`src/hw/rtl/jfd_pkg.sv`:
```
// Shared types and constants for the FIFO job dispatcher.
// No dependencies; used by every file under hw/rtl.
package jfd_pkg;

    localparam int ID_W       = 31;
    localparam int TIME_W     = 32;
    localparam int LIMIT_W    = 3;
    localparam int WAIT_DEPTH = 4;
    // Wait limit after reset.
    localparam logic [LIMIT_W-1:0] LIMIT_RESET = 3'd3;
    // At most four results per transaction, so at most three jobs may wait.
    localparam int RESULT_CAP = 3;

    localparam logic OUTCOME_DONE  = 1'b0;
    localparam logic OUTCOME_ABORT = 1'b1;

    // One waiting job, as held by a queue cell.
    typedef struct packed {
        logic [ID_W-1:0] id;
        logic [ID_W-1:0] arrival;
        logic [ID_W-1:0] duration;
        logic [ID_W-1:0] deadline;
    } job_t;

    // Outcome of resolving the head job at the current server time.
    typedef struct packed {
        logic              outcome;
        logic [TIME_W-1:0] event_time;
        logic [TIME_W-1:0] delay;
        logic [TIME_W-1:0] busy_next;
    } res_t;

endpackage

```
`src/hw/rtl/fifo_job_dispatch_with_timeout_top.sv`:
```
// Top level of the single-server FIFO job dispatcher with deadline abort.
// Depends on jfd_pkg, jfd_cell and jfd_resolve.
//
//  channel | signals                                        | direction
//  --------+------------------------------------------------+----------
//  config  | cfg_valid, cfg_ready, cfg_data                 | in
//  jobs    | in_valid, in_ready, job_id, arrival, duration, | in
//          | deadline, last_job                             |
//  results | out_valid, out_ready, done_job, outcome,       | out
//          | event_time, delay, end_of_run                  |
//
// A job transaction is accepted in S_IDLE; S_RESOLVE then resolves each waiting job
// now due (up to three) until no further job is due, and S_ADMIT admits the new job.
// After a job flagged last, S_DRAIN resolves each queued job in turn to drain the queue.
// Results leave one per cycle through a single output register; a stall on the
// results channel holds the sequencer in place.
// Reset clears the sequencer, server time, queue count and wait limit (3), not the cells.
module fifo_job_dispatch_with_timeout_top
#(
    parameter int WAIT_DEPTH = jfd_pkg::WAIT_DEPTH
)
(
    input  logic                        clk,
    input  logic                        rst_n,
    // configuration write
    input  logic                        cfg_valid,
    output logic                        cfg_ready,
    input  logic [jfd_pkg::LIMIT_W-1:0] cfg_data,
    // job input
    input  logic                        in_valid,
    output logic                        in_ready,
    input  logic [jfd_pkg::ID_W-1:0]    job_id,
    input  logic [jfd_pkg::ID_W-1:0]    arrival,
    input  logic [jfd_pkg::ID_W-1:0]    duration,
    input  logic [jfd_pkg::ID_W-1:0]    deadline,
    input  logic                        last_job,
    // result output
    output logic                        out_valid,
    input  logic                        out_ready,
    output logic [jfd_pkg::ID_W-1:0]    done_job,
    output logic                        outcome,
    output logic [jfd_pkg::TIME_W-1:0]  event_time,
    output logic [jfd_pkg::TIME_W-1:0]  delay,
    output logic                        end_of_run
);

    localparam int CW   = $clog2(WAIT_DEPTH + 1);
    // Usable queue places: bounded by the cells and by the result slots.
    localparam int CAP  = (WAIT_DEPTH < jfd_pkg::RESULT_CAP) ? WAIT_DEPTH
                                                              : jfd_pkg::RESULT_CAP;
    localparam int CMPW = (CW > jfd_pkg::LIMIT_W) ? CW : jfd_pkg::LIMIT_W;

    typedef enum logic [3:0] {
        S_IDLE    = 4'b0001,
        S_RESOLVE = 4'b0010,
        S_ADMIT   = 4'b0100,
        S_DRAIN   = 4'b1000
    } state_t;

    state_t                      state_reg, state_next;
    logic [jfd_pkg::LIMIT_W-1:0] limit_reg;
    logic [jfd_pkg::TIME_W-1:0]  busy_reg, busy_next;
    logic [CW-1:0]               count_reg, count_next;
    jfd_pkg::job_t               job_reg;
    logic                        last_reg;

    logic                        out_valid_reg;
    logic [jfd_pkg::ID_W-1:0]    done_job_reg;
    logic                        outcome_reg;
    logic [jfd_pkg::TIME_W-1:0]  event_time_reg;
    logic [jfd_pkg::TIME_W-1:0]  delay_reg;
    logic                        end_of_run_reg;

    // sequencer outputs for this cycle
    logic                        emit;
    logic [jfd_pkg::ID_W-1:0]    emit_id;
    logic                        emit_outcome;
    logic [jfd_pkg::TIME_W-1:0]  emit_time;
    logic [jfd_pkg::TIME_W-1:0]  emit_delay;
    logic                        emit_eor;
    logic                        pop;
    logic                        push;

    logic                        in_fire;
    logic                        slot_free;
    logic                        arrived;
    logic                        room;
    logic [jfd_pkg::LIMIT_W-1:0] eff_limit;
    logic [jfd_pkg::TIME_W-1:0]  start_finish;

    jfd_pkg::job_t               in_job;
    jfd_pkg::job_t               cell_q [WAIT_DEPTH];
    jfd_pkg::res_t               head_res;

    //------------------------------------------------------------------
    // Configuration: always ready; to be only written while idle, which the block does not enforce.
    //------------------------------------------------------------------
    assign cfg_ready = 1'b1;

    always_ff @(posedge clk or negedge rst_n)
    begin
        if (!rst_n)
        begin
            limit_reg <= jfd_pkg::LIMIT_RESET;
        end
        else if (cfg_valid && cfg_ready)
        begin
            limit_reg <= cfg_data;
        end
    end

    //------------------------------------------------------------------
    // Job capture: hold the accepted job for the whole sequence.
    //------------------------------------------------------------------
    assign in_ready = (state_reg == S_IDLE);
    assign in_fire  = in_valid && in_ready;

    assign in_job.id       = job_id;
    assign in_job.arrival  = arrival;
    assign in_job.duration = duration;
    assign in_job.deadline = deadline;

    always_ff @(posedge clk)
    begin
        if (in_fire)
        begin
            job_reg  <= in_job;
            last_reg <= last_job;
        end
    end

    //------------------------------------------------------------------
    // Wait queue: a chain of cells, head in cell 0. A pop shifts every
    // cell one place towards the head; a push loads the cell at count.
    //------------------------------------------------------------------
    for (genvar i = 0; i < WAIT_DEPTH; i++)
    begin : g_cell
        jfd_pkg::job_t nb;
        logic          load;

        if (i == WAIT_DEPTH - 1)
        begin : g_tail
            assign nb = cell_q[i];
        end
        else
        begin : g_link
            assign nb = cell_q[i+1];
        end

        assign load = push && (count_reg == CW'(i));

        jfd_cell u_cell
        (
            .clk       (clk),
            .shift_en  (pop),
            .load_en   (load),
            .neighbour (nb),
            .new_job   (job_reg),
            .job       (cell_q[i])
        );
    end

    jfd_resolve u_resolve
    (
        .busy (busy_reg),
        .head (cell_q[0]),
        .res  (head_res)
    );

    //------------------------------------------------------------------
    // Sequencer
    //------------------------------------------------------------------
    assign slot_free    = !out_valid_reg || out_ready;
    assign arrived      = ({1'b0, job_reg.arrival} >= busy_reg);
    assign eff_limit    = (limit_reg > jfd_pkg::LIMIT_W'(CAP)) ? jfd_pkg::LIMIT_W'(CAP)
                                                                : limit_reg;
    assign room         = (CMPW'(count_reg) < CMPW'(eff_limit));
    assign start_finish = {1'b0, job_reg.arrival} + {1'b0, job_reg.duration};

    always_comb
    begin
        state_next   = state_reg;
        busy_next    = busy_reg;
        count_next   = count_reg;
        emit         = 1'b0;
        emit_id      = cell_q[0].id;
        emit_outcome = head_res.outcome;
        emit_time    = head_res.event_time;
        emit_delay   = head_res.delay;
        emit_eor     = 1'b0;
        pop          = 1'b0;
        push         = 1'b0;

        case (state_reg)
            S_IDLE:
            begin
                if (in_fire)
                begin
                    state_next = S_RESOLVE;
                end
            end

            S_RESOLVE:
            begin
                // Resolve every waiting job whose turn comes by this arrival.
                if (count_reg != '0 && arrived)
                begin
                    if (slot_free)
                    begin
                        emit       = 1'b1;
                        pop        = 1'b1;
                        count_next = count_reg - CW'(1);
                        busy_next  = head_res.busy_next;
                    end
                end
                else
                begin
                    state_next = S_ADMIT;
                end
            end

            S_ADMIT:
            begin
                emit_id = job_reg.id;
                if (count_reg == '0 && arrived)
                begin
                    // Idle server: start at once.
                    emit_outcome = jfd_pkg::OUTCOME_DONE;
                    emit_time    = start_finish;
                    emit_delay   = '0;
                    emit_eor     = last_reg;
                    if (slot_free)
                    begin
                        emit       = 1'b1;
                        busy_next  = last_reg ? '0 : start_finish;
                        state_next = S_IDLE;
                    end
                end
                else if (room)
                begin
                    push       = 1'b1;
                    count_next = count_reg + CW'(1);
                    state_next = last_reg ? S_DRAIN : S_IDLE;
                end
                else
                begin
                    // Queue full: abort at arrival.
                    emit_outcome = jfd_pkg::OUTCOME_ABORT;
                    emit_time    = {1'b0, job_reg.arrival};
                    emit_delay   = '0;
                    emit_eor     = last_reg && (count_reg == '0);
                    if (slot_free)
                    begin
                        emit = 1'b1;
                        if (last_reg && count_reg != '0)
                        begin
                            state_next = S_DRAIN;
                        end
                        else
                        begin
                            busy_next  = last_reg ? '0 : busy_reg;
                            state_next = S_IDLE;
                        end
                    end
                end
            end

            S_DRAIN:
            begin
                emit_eor = (count_reg == CW'(1));
                if (slot_free)
                begin
                    emit       = 1'b1;
                    pop        = 1'b1;
                    count_next = count_reg - CW'(1);
                    if (count_reg == CW'(1))
                    begin
                        busy_next  = '0;
                        state_next = S_IDLE;
                    end
                    else
                    begin
                        busy_next = head_res.busy_next;
                    end
                end
            end

            default:
            begin
                state_next = S_IDLE;
            end
        endcase
    end

    always_ff @(posedge clk or negedge rst_n)
    begin
        if (!rst_n)
        begin
            state_reg <= S_IDLE;
            busy_reg  <= '0;
            count_reg <= '0;
        end
        else
        begin
            state_reg <= state_next;
            busy_reg  <= busy_next;
            count_reg <= count_next;
        end
    end

    //------------------------------------------------------------------
    // Output register: load on emit, drop once the transaction is taken.
    //------------------------------------------------------------------
    always_ff @(posedge clk or negedge rst_n)
    begin
        if (!rst_n)
        begin
            out_valid_reg <= 1'b0;
        end
        else if (emit)
        begin
            out_valid_reg <= 1'b1;
        end
        else if (out_ready)
        begin
            out_valid_reg <= 1'b0;
        end
    end

    always_ff @(posedge clk)
    begin
        if (emit)
        begin
            done_job_reg   <= emit_id;
            outcome_reg    <= emit_outcome;
            event_time_reg <= emit_time;
            delay_reg      <= emit_delay;
            end_of_run_reg <= emit_eor;
        end
    end

    assign out_valid  = out_valid_reg;
    assign done_job   = done_job_reg;
    assign outcome    = outcome_reg;
    assign event_time = event_time_reg;
    assign delay      = delay_reg;
    assign end_of_run = end_of_run_reg;

    //------------------------------------------------------------------
    // Assertions
    //------------------------------------------------------------------
    a_count_cap: assert property (@(posedge clk) disable iff (!rst_n)
        count_reg <= CW'(CAP))
        else $error("wait queue holds more jobs than the usable places");

    a_push_pop: assert property (@(posedge clk) disable iff (!rst_n)
        !(push && pop))
        else $error("queue push and pop in the same cycle");

    a_emit_slot: assert property (@(posedge clk) disable iff (!rst_n)
        emit |-> (!out_valid_reg || out_ready))
        else $error("result emitted over a pending transaction");

    a_run_clear: assert property (@(posedge clk) disable iff (!rst_n)
        (emit && emit_eor) |=> (count_reg == '0 && busy_reg == '0 && state_reg == S_IDLE))
        else $error("state not back to reset after end of run");

    a_pop_nonempty: assert property (@(posedge clk) disable iff (!rst_n)
        pop |-> (count_reg != '0))
        else $error("pop from an empty wait queue");

endmodule

```
`src/hw/rtl/jfd_cell.sv`:
```
// One cell of the shifting wait queue: holds a job, loads a new one or
// takes its neighbour's job on a pop. Depends on jfd_pkg.
module jfd_cell
(
    input  logic          clk,
    input  logic          shift_en,
    input  logic          load_en,
    input  jfd_pkg::job_t neighbour,
    input  jfd_pkg::job_t new_job,
    output jfd_pkg::job_t job
);

    jfd_pkg::job_t job_reg;

    always_ff @(posedge clk)
    begin
        if (shift_en)
        begin
            job_reg <= neighbour;
        end
        else if (load_en)
        begin
            job_reg <= new_job;
        end
    end

    assign job = job_reg;

endmodule

```
`src/hw/rtl/jfd_resolve.sv`:
```
// Resolves the head of the wait queue against the server time:
// complete, abort at once, or abort at the deadline. Depends on jfd_pkg.
module jfd_resolve
(
    input  logic [jfd_pkg::TIME_W-1:0] busy,
    input  jfd_pkg::job_t              head,
    output jfd_pkg::res_t              res
);

    logic [jfd_pkg::TIME_W-1:0] arr32;
    logic [jfd_pkg::TIME_W-1:0] dl32;
    logic [jfd_pkg::TIME_W:0]   finish;
    logic [jfd_pkg::TIME_W-1:0] wait_delay;
    logic [jfd_pkg::TIME_W-1:0] late_delay;

    assign arr32  = {1'b0, head.arrival};
    assign dl32   = {1'b0, head.deadline};
    assign finish = {1'b0, busy} + {2'b00, head.duration};

    // Clamp negative waits to zero.
    assign wait_delay = (busy > arr32) ? (busy - arr32) : '0;
    assign late_delay = (dl32 > arr32) ? (dl32 - arr32) : '0;

    always_comb
    begin
        if (dl32 <= busy)
        begin
            res.outcome    = jfd_pkg::OUTCOME_ABORT;
            res.event_time = busy;
            res.delay      = wait_delay;
            res.busy_next  = busy;
        end
        else if (finish <= {1'b0, dl32})
        begin
            res.outcome    = jfd_pkg::OUTCOME_DONE;
            res.event_time = finish[jfd_pkg::TIME_W-1:0];
            res.delay      = wait_delay;
            res.busy_next  = finish[jfd_pkg::TIME_W-1:0];
        end
        else
        begin
            res.outcome    = jfd_pkg::OUTCOME_ABORT;
            res.event_time = dl32;
            res.delay      = late_delay;
            res.busy_next  = dl32;
        end
    end

endmodule
```
`config.mk`:
```
export PLATFORM = sky130hd
export DESIGN_NAME = fifo_job_dispatch_with_timeout_top
export DESIGN_NICKNAME = d
export VERILOG_FILES = /design/src/hw/rtl/jfd_pkg.sv /design/src/hw/rtl/fifo_job_dispatch_with_timeout_top.sv /design/src/hw/rtl/jfd_cell.sv /design/src/hw/rtl/jfd_resolve.sv
export SDC_FILE = /design/constraint.sdc
export NUM_CORES = 2
export LEC_CHECK = 0
export BUFFER_PORTS_ARGS = -buffer_cell sky130_fd_sc_hd__buf_2
export CAP_MARGIN = 30
export CELL_PAD_IN_SITES_DETAIL_PLACEMENT = 1
export CELL_PAD_IN_SITES_GLOBAL_PLACEMENT = 1
export CORE_ASPECT_RATIO = 0.9
export CORE_MARGIN = 2
export CORE_UTILIZATION = 45
export DETAILED_ROUTE_END_ITERATION = 8
export PLACE_DENSITY = 0.69
export SETUP_SLACK_MARGIN = 0.2
export SLEW_MARGIN = 20
export SYNTH_ARGS = -nofsm -noshare
export SYNTH_HDL_FRONTEND = slang
export SYNTH_HIERARCHICAL = 1
export SYNTH_SLANG_ARGS = --single-unit
```
`constraint.sdc`:
```
create_clock -name clk -period 10.1 [get_ports clk]
set_input_delay 2.02 -clock clk [delete_from_list [all_inputs] [get_ports clk]]
set_output_delay 2.02 -clock clk [all_outputs]
set_load 0.02 [all_outputs]
```
==> metrics.md <==
| Metric | Value |
|---|---|
| Netlist cell types | `87` |
| CTS Root Cell | `clkbuf_16` |
| Fin area | `46200 sq um` |
| Vias per std cell | `5.78` |
| Routed WL | `118 mm` |
| Leak Pwr | `0.0176 uW` |
| Endpoints failing setup | `0` |
| Bufs on Longest Clock Path | `3` |
| Maximum capacitance violations | `0` |
| DRT antenna net count | `0` |
| PD cells | `253 nW/um^2` |
| Largest register FFs | `496` |
| Post-CTS sizing | `0` |
| Rel. slew slack | `26.0%` |
| CTS tree | `yes` |
| Status | `finished clean` |
| Slew Viols, Final | `0` |
| Avg Inst Size Synth | `13.1 sq um` |
| Remaining global-route overflow | `0` |
| CTS clock-pin slew for the worst setup and hold paths | `60 ps` |
| Chip height | `292 um` |
| Die area | `94500 sq um` |
| Crit path time final | `6770 ps` |
| Critical Path RT | `10490 ps` |
| Clock Sinks | `761` |
| WL/cell | `25.4 um` |
| Crit end category | `flip-flop` |
| Crit-path max FO | `18` |
| Cell Area, Placed | `43500 sq um` |
| Part of the Yosys area used for sequential elements | `54.7%` |
| GP Congestion | `0.915` |
| Setup Buffers After CTS | `0` |
| HP Class | `reg2reg` |
| Die X | `324 um` |
| Yosys reg bits | `761` |
| Largest net degree at the start of global routing | `181` |
| CP arrival | `7160 ps` |
| First-pass GRT wire length | `180 mm` |
| Syn Inst Count | `3161` |
| Vias in the first global route | `28.5k` |
| Worst IR Drop VDD | `0.180 mV` |
| Port Buffers | `231` |
| Layout cells sized above 1 | `26.7%` |
| Yosys Warn Count | `6` |
| Final hold vios | `0` |
| Worst-skew pair later-pin latency | `670 ps` |
| Area of the core | `91200 sq um` |
| Io pins | `233` |
| Slew of the pin with the lowest slew margin | `1110 ps` |
| Setup Slack @ Placement | `3430 ps` |
| H-tree levels | `3` |
| Setup TNS | `0 ps` |
| Post-synth EDFFs | `718` |
| Clock Skew | `35.1 ps` |
| Pre-Repair DR Iteration Count | `5` |
| Synth Cell Area | `41400 sq um` |
| Critical path type | `reg2reg` |
| Final worst-path cycle share | `67.1%` |
| RSZ-0062 raised after global routing | `false` |
| Setup slack after layout | `3330 ps` |
| Top FF cell, synth | `edfxtp_1` |
| Total number of vias | `26.9k` |
| # DRC | `0` |
| Max Fclk | `148 MHz` |
| Cts hold-fix bufs | `0` |
| Num rows | `105` |
| Area Overhead vs Synth | `11.6%` |
| Initial drt markers | `2157` |
| Startpoint types | `flip-flop` |
| Asr flop ratio synth | `5.65%` |
| Initial antenna violation count | `12` |
| Inserted Clock Buffers | `83` |
| Power after layout | `11700 uW` |
| Nets | `3719` |
| Hpwl dp | `83.9 mm` |
| Initial Util | `45.4%` |
| Total GRT Usage | `25.0%` |
## metrics by stage
stage | cells | utilization (%) | hold slack, ps
3_3_place_gp | 4498 | 47.6 | 511
5_1_grt | 4650 | 50.7 | 543
3_5_place_dp | 4500 | 47.7 | 510
2_1_floorplan | 3162 | - | 491
4_1_cts | 4648 | 50.7 | 523
6_report | 4652 | 50.7 | 520
## metal layers
metal / part of all wire, % / wire [um] / global-route usage (%)
met1: 47 / 55900 / 36.4
met2: 45 / 53500 / 38.9
met3: 4.9 / 5790 / 4.00
met4: 2.3 / 2710 / 6.64
met5: 0.12 / 137 / 0
## worst max-delay path, stage by stage (launching register included)
cell,delay [ps]
dfrtp_1,500
ha_1,350
a21oi_1,230
o211ai_1,270
a221o_1,390
a21oi_1,280
o22ai_1,230
o31ai_1,450
o31a_1,240
ha_1,250
nor2b_1,130
o21ai_0,150
o21ai_0,120
a2111oi_0,680
o211ai_1,220
a32oi_4,530
buf_4,330
nor2_1,60
a21oi_1,200
o21ai_0,210
o31ai_2,310
o21ai_1,80
a221o_1,260
## Yosys cell counts, drive strengths merged, types with 5 or more instances
cell	count	area share (%)
nor2	147	1.3
nor3	22	0.28
o21bai	20	0.36
or3	7	0.11
clkbuf	38	0.35
xnor2	68	1.4
a21o	76	1.4
nor4	5	0.076
nand3	42	0.51
nand2	217	2.0
nor4b	6	0.13
o21a	17	0.31
ha	225	6.8
o211ai	12	0.23
nor2b	53	0.80
edfxtp	718	52
dfrtp	40	2.4
a21oi	212	2.6
and3	13	0.20
or2	9	0.14
a211oi	22	0.41
mux2	499	15
o21ai	123	1.5
o32ai	5	0.12
nand2b	14	0.21
nand3b	6	0.14
inv	166	1.5
a221oi	25	0.53
o22ai	58	0.88
a2111oi	8	0.18
a22oi	5	0.091
o31ai	10	0.19
a31oi	19	0.29
o221ai	7	0.15
nand4	31	0.48
xor2	42	0.89
buf	111	2.0
## final timing paths
path	startpoint	slack, ps	end	cells after the start
max	busy_reg[1]$_DFFE_PN0P_	3330	event_time[25]$_DFFE_PP_	22
min	g_cell[2].u_cell/job[54]$_DFFE_PP_	520	g_cell[1].u_cell/job[54]$_DFFE_PP_	1
max reg2reg	busy_reg[1]$_DFFE_PN0P_	3330	event_time[25]$_DFFE_PP_	22
min reg2reg	g_cell[2].u_cell/job[54]$_DFFE_PP_	520	g_cell[1].u_cell/job[54]$_DFFE_PP_	1
max in group asynchronous	rst_n	8030	busy_reg[25]$_DFFE_PN0P_	2
min in group asynchronous	rst_n	1510	busy_reg[0]$_DFFE_PN0P_	2
## cell type report
| type | instances | area (sq um) |
|---|---|---|
| Antenna cell | 2 | 5.00 |
| Clock buffer | 102 | 2170 |
| Clock inverter | 46 | 552 |
| Fill cell | 9246 | 44900 |
| Inverter | 166 | 628 |
| Multi-Input combinational cell | 2086 | 17300 |
| Sequential cell | 761 | 22600 |
| Tap cell | 1230 | 1540 |
| Timing Repair Buffer | 259 | 1450 |
## power breakdown
part           switching (uW)  leakage, uW  internal [uW]  total [uW]
registers                 419      0.00699           4040        4460
logic                    2410      0.00935           1760        4160
clock network            1320      0.00131           1750        3070
## cell usage in the layout (no fill, tap or decap), types with 7 or more instances in the layout
| cell type | Yosys | final |
|---|---|---|
| nor2b_1 | 53 | 53 |
| o22ai_1 | 58 | 58 |
| xnor2_1 | 68 | 68 |
| nand3_1 | 42 | 42 |
| ha_1 | 225 | 225 |
| a21oi_1 | 209 | 208 |
| o211ai_1 | 11 | 11 |
| clkbuf_1 | 37 | 18 |
| mux2_2 | 303 | 303 |
| or3_1 | 7 | 7 |
| o31ai_1 | 9 | 9 |
| nand2b_1 | 14 | 14 |
| dfrtp_1 | 40 | 40 |
| nor3_1 | 21 | 21 |
| a221oi_1 | 25 | 25 |
| o21ai_0 | 114 | 114 |
| buf_4 | 36 | 21 |
| clkinv_2 | 0 | 13 |
| buf_2 | 43 | 231 |
| clkinv_1 | 0 | 15 |
| a31oi_1 | 19 | 18 |
| nand2_1 | 216 | 216 |
| nand4_1 | 30 | 30 |
| a2111oi_0 | 7 | 7 |
| bufinv_16 | 0 | 8 |
| edfxtp_1 | 718 | 718 |
| nor2_1 | 146 | 145 |
| inv_1 | 166 | 165 |
| mux2_4 | 196 | 196 |
| clkbuf_16 | 0 | 84 |
| o21bai_1 | 20 | 20 |
| o221ai_1 | 7 | 7 |
| o21a_1 | 17 | 17 |
| a21o_1 | 76 | 76 |
| o21ai_1 | 8 | 7 |
| xor2_1 | 42 | 42 |
| a211oi_1 | 21 | 21 |
| and3_1 | 13 | 13 |
## logic make-up (layout without fill, tap and decap cells)
group	count (synthesis)	count (layout)	share of synthesized area, %
AOI/OAI and AO/OA	653	653	10.0
muxes	503	503	15.4
DFF	761	761	54.7
xor gates and xnor gates	110	110	2.33
buffers and inverters	315	573	3.84
and+or+nand+nor	589	589	6.69
adders and majority gates	229	229	6.99
other	1	4	0.00905
Power figures use the tool's default switching activity.
